===== src/sv/gcfs_ram.sv =====
// Generic single-port-write, single-port-read RAM with registered read data.
module gcfs_ram #(
    parameter int WIDTH = 16,
    parameter int DEPTH = 256
) (
    input  logic                     i_clk,
    input  logic                     i_we,
    input  logic [$clog2(DEPTH)-1:0] i_waddr,
    input  logic [WIDTH-1:0]         i_wdata,
    input  logic [$clog2(DEPTH)-1:0] i_raddr,
    output logic [WIDTH-1:0]         o_rdata
);

    logic [WIDTH-1:0] r_mem [DEPTH];
    logic [WIDTH-1:0] r_rdata;

    always_ff @(posedge i_clk) begin
        if (i_we) begin
            r_mem[i_waddr] <= i_wdata;
        end
        r_rdata <= r_mem[i_raddr];
    end

    assign o_rdata = r_rdata;

endmodule

===== config.mk =====
export PLATFORM = sky130hd
export DESIGN_NAME = gcfs_ram
export DESIGN_NICKNAME = d
export VERILOG_FILES = /design/src/sv/gcfs_ram.sv
export SDC_FILE = /design/constraint.sdc
export NUM_CORES = 2
export LEC_CHECK = 0
export ABC_AREA = 0
export BUFFER_PORTS_ARGS = -buffer_cell sky130_fd_sc_hd__buf_2
export CAP_MARGIN = 20
export CORE_MARGIN = 2
export CORE_UTILIZATION = 45
export CTS_BUF_LIST = sky130_fd_sc_hd__clkbuf_4 sky130_fd_sc_hd__clkbuf_8 sky130_fd_sc_hd__clkbuf_16
export CTS_CLUSTER_SIZE = 40
export DETAILED_ROUTE_END_ITERATION = 10
export PLACE_DENSITY = 0.74
export SLEW_MARGIN = 10
export SYNTH_ARGS = -nofsm -noshare
export SYNTH_HDL_FRONTEND = slang
export SYNTH_SLANG_ARGS = --single-unit

===== constraint.sdc =====
create_clock -name i_clk -period 2.5 [get_ports i_clk]
set_clock_uncertainty 0.1 [all_clocks]
set_input_delay 0.125 -clock i_clk [delete_from_list [all_inputs] [get_ports i_clk]]
set_output_delay 0.125 -clock i_clk [all_outputs]
set_load 0.02 [all_outputs]

Yosys cells after proc, flatten, opt, wreduce, memory -nomap -nowiden
Memory sizes are Yosys's and may differ from the RTL's. A register that Yosys moved wholly into a read port is not among the register bits.
Index checks and enable logic that the tools add are counted.
{"block": "word_totals", "reg_bits": 0, "latch_bits": 0, "ram_bits": 4096, "rom_bits": 0, "inputBits": 34, "out_inout_bits": 16, "wordCells": 3, "memories": 1}
{"name": "r_mem", "depth": 256, "word_bits": 16, "rd": 1, "rd_ports_with_merged_regs": 1, "write_ports": 1, "line_no": "14", "rtl": "logic [WIDTH-1:0] r_mem [DEPTH];"}
{"block": "classes", "add_sub_neg": 0, "multipliers": 0, "div_mod_pow": 0, "order_cmp": 0, "eq_ne": 0, "shifts": 0, "muxes": 2, "n_bitwise": 0, "n_reduce_logical": 0}
{"op": "$mux W1", "n": 2}

Longest topological paths before layout
{"block": "logic_depth", "word_depth": 2, "depth_mapped": 12, "ltp_nobuf": 6}

Worst setup path before layout
No wires, ideal clock.
{"block": "synth_timing", "path_kind": "input port to flip-flop", "start": "input port i_waddr[3]", "end": "memory r_mem[235][0] (enable)", "setup_ps": 388, "arrival_time_ps": 1902, "t_required_ps": 2012, "path_slack_ps": 110, "stages": 6, "path_buffers": 3, "cell_sequence": "clkbuf_1 -> nor2b_1 -> clkbuf_1 -> nand4_1 -> clkbuf_1 -> nor2_1"}
{"element": "from (decl)", "line_no": "8", "rtl": "input logic [$clog2(DEPTH)-1:0] i_waddr,"}
{"element": "to (decl)", "line_no": "14"}
Straight into the memory's write port.

==> flow_summary.ini <==
[sta]
fin_ws_ps = -145
worstMarginPinSlew_ps = 995
slew_violations = 0
rsz0062_at_grt = yes
fin_tns_setup_ps = -426
hold_viol_final = 0
fmax_mhz = 378
hold_ws_ps = 72.2
layout_min_cycle_time_ps = 2640
setup_violations = 6
relSlewSlack = 0.337
min_period_over_period = 1.06

[pwr]
p_clk_frac = 0.418
p_switching_mw = 31.0
power_density_mw_per_mm2 = 777
ir_worst_vdd_mv = 0.592
leakage_nw = 60.9
p_int_mw = 114
p_comb_frac = 0.058
switching_share = 0.213
seqPwrFrac = 0.524

[clock_network]
cts_root_buffer = clkbuf_16
cts_inserted_buffers = 395
tritoncts = built
clkSinkCount = 4112
post_cts_buffers = 0
h-tree-depth = 5
clk_pin_slew_ps = 60
clock_path_buffers = 4
insertion_delay_ps = 940

[setup_path]
start_kind = input pin
r2r-end = o_rdata[4]
crit_required_ps = 3160
critPathKind = in -> reg
reg2regPathDepth = 5
crit-reg2reg-launch = r_mem[23][4]
ff2ff_setup_slack_ps = -120
critical_path.max_fanout = 29
worst-endpoint-arrival_ps = 3300
endpoint_kind = flip-flop

[detailed_routing]
drc_errors = 0
drt-total-wl_mm = 434
avgRoutedWirePerCell_um = 32.3
vias = 83800
firstDrtPassIters = 6
drtIter0Drc = 12600
antenna_left = 0
drt-vias-per-instance = 6.24

[worst_hold_path]
hold_depth = 7
min_path_type = in -> reg
worstHoldEndpoint = o_rdata[9]
holdCritStartpoint = i_raddr[2]

[status]
status = complete, but fails checks
violations = negative setup slack

[yosys]
yosysSeqAreaShare = 0.777
synth-edff-count = 4096
yosysWarnings = 0
ys.flop_type = edfxtp_1
synth_nets = 7394
ys_ff_latch = 4112
synth.distinct_cells = 52
async_reset_ff_frac = 0
syn-instance-count = 7360
syn_area_per_cell_um2 = 21.6
syn_area_mm2 = 0.159

[grt]
gr-total-overflow = 0
antenna_found_initial = 24
grt_util_all_layers = 0.237
grt_pass1_wl_mm = 609
grt_max_degree = 113
grt_pass1_vias = 83300

[cells_and_area]
area_growth_pct = 18.0
drive_gt1_frac = 0.314
fillers = 25900
fin_util = 0.532
regArea_mm2 = 0.123
multiInputGateArea_mm2 = 0.0335
fin_nets = 8509

[floorplanning]
dieArea_mm2 = 0.357
initial_utilization = 0.451
die_w_um = 598
die_h_um = 598
core_mm2 = 0.352
std_cell_rows = 218
io_pins = 50

[job]
maxCapViolations = 0

[placement]
place.gp.congestion = 0.937
place_ws_ps = -1320
dpl.hpwl_mm = 267
portBuffers = 49
## synthesized netlist by cell type, drive strengths merged (16+ instances only)
library cell	n	share of area
a211oi	18	0.00085
a21oi	175	0.0055
a221oi	28	0.0015
a22o	32	0.0018
a22oi	43	0.0020
buf	222	0.011
clkbuf	230	0.0054
dfxtp	16	0.0020
edfxtp	4096	0.77
mux2	88	0.0062
mux2i	565	0.036
mux4	797	0.11
nand2	38	0.00090
nand3	35	0.0011
nand4	26	0.0010
nor2	304	0.0072
nor3	92	0.0029
nor4	18	0.00075
o21ai	38	0.0012
o221ai	253	0.014
o22ai	148	0.0058
o31ai	16	0.00076
o32ai	21	0.0012
## through the flow
stage | instances | area, um2 | total power [mW]
6_report | 13400 | 187000 | 145
5_1_grt | 13400 | 187000 | 149
4_1_cts | 13400 | 187000 | 146
3_5_place_dp | 12700 | 173000 | 85.6
3_3_place_gp | 12700 | 173000 | 85.4
2_1_floorplan | 7360 | 159000 | 81.3
## placed cells by master (no fill, tap or decap), drive strengths merged, types with 48 or more instances in the layout
cell type | synthesis | layout
o221ai | 253 | 253
bufinv | 0 | 48
clkbuf | 230 | 467
mux2 | 88 | 88
nor2 | 304 | 304
buf | 222 | 1139
a21oi | 175 | 175
o22ai | 148 | 148
clkinv | 0 | 185
mux4 | 797 | 797
edfxtp | 4096 | 4096
mux2i | 565 | 565
nor3 | 92 | 92
## what timing repair did
| action | CTS | global route |
|---|---|---|
| endpoints found under the setup margin | 16 | 28 |
| hold endpoints to repair | 4313 | 0 |
| pin swaps | 23 | 26 |
| cloned | 0 | 3 |
| gates resized for setup | 99 | 47 |
| hold buffers | 27 | 0 |
## cell type report
class	instances	area share
clock inverters	254	0.0143
flip-flops and latches	4112	0.659
multi-input cells	2792	0.179
inverters	4	0.000147
repair buffers	1170	0.0604
well taps	4620	0.0309
clock buffers	463	0.0563
diodes	15	0.000200
## worst max-delay path, stage by stage
cell and delay, ps:
buf_8 160, buf_4 210, or2_4 310, buf_12 190, buf_12 200, buf_4 180
o22ai_1 310, o32ai_1 150, a22oi_1 290, buf_4 210, nand4_1 390, nor4_4 490
## routing by layer
layer	routed length [um]	part of all wire	track usage	vias to the layer above
li1	-	-	-	33500
met5	46	0.00011	0	-
met2	208000	0.48	0.380	5584
met1	155000	0.36	0.309	43800
met3	47100	0.11	0.0523	902
met4	23700	0.055	0.114	8
## cell families after synthesis
family,count (synthesis),synth area share
AOI/OAI and AO/OA,786,0.0354
buffers and inverters,456,0.0169
DFF,4112,0.777
muxes,1450,0.155
and+or+nand+nor,556,0.0157
## registers in the layout, summed over array words and instances (netlist names)
| name | cells |
|---|---|
| o_rdata | 16 |
| r_mem | 4096 |
## worst max path at each step
| stage | startpoint | end | slack [ps] |
|---|---|---|---|
| after floorplan | i_waddr[3] | r_mem[235][0] | 110 |
| after global placement | i_raddr[0] | o_rdata[2] | -1330 |
| after detailed placement | i_raddr[0] | o_rdata[2] | -1320 |
| after CTS | r_mem[51][4] | o_rdata[4] | -150 |
| after global routing | r_mem[131][3] | o_rdata[3] | -120 |
| final | i_raddr[1] | o_rdata[1] | -140 |
## power groups by stage
stage	clock, mW	sequential, mW	combinational, mW
floorplan	0	77.6	3.75
global placement	0	77.6	7.85
detailed placement	0	77.6	8.02
CTS	61.3	76.1	8.28
global route	64.0	76.1	8.74
finish	60.8	76.1	8.47
Note: power is estimated with default switching activity, not from simulation.
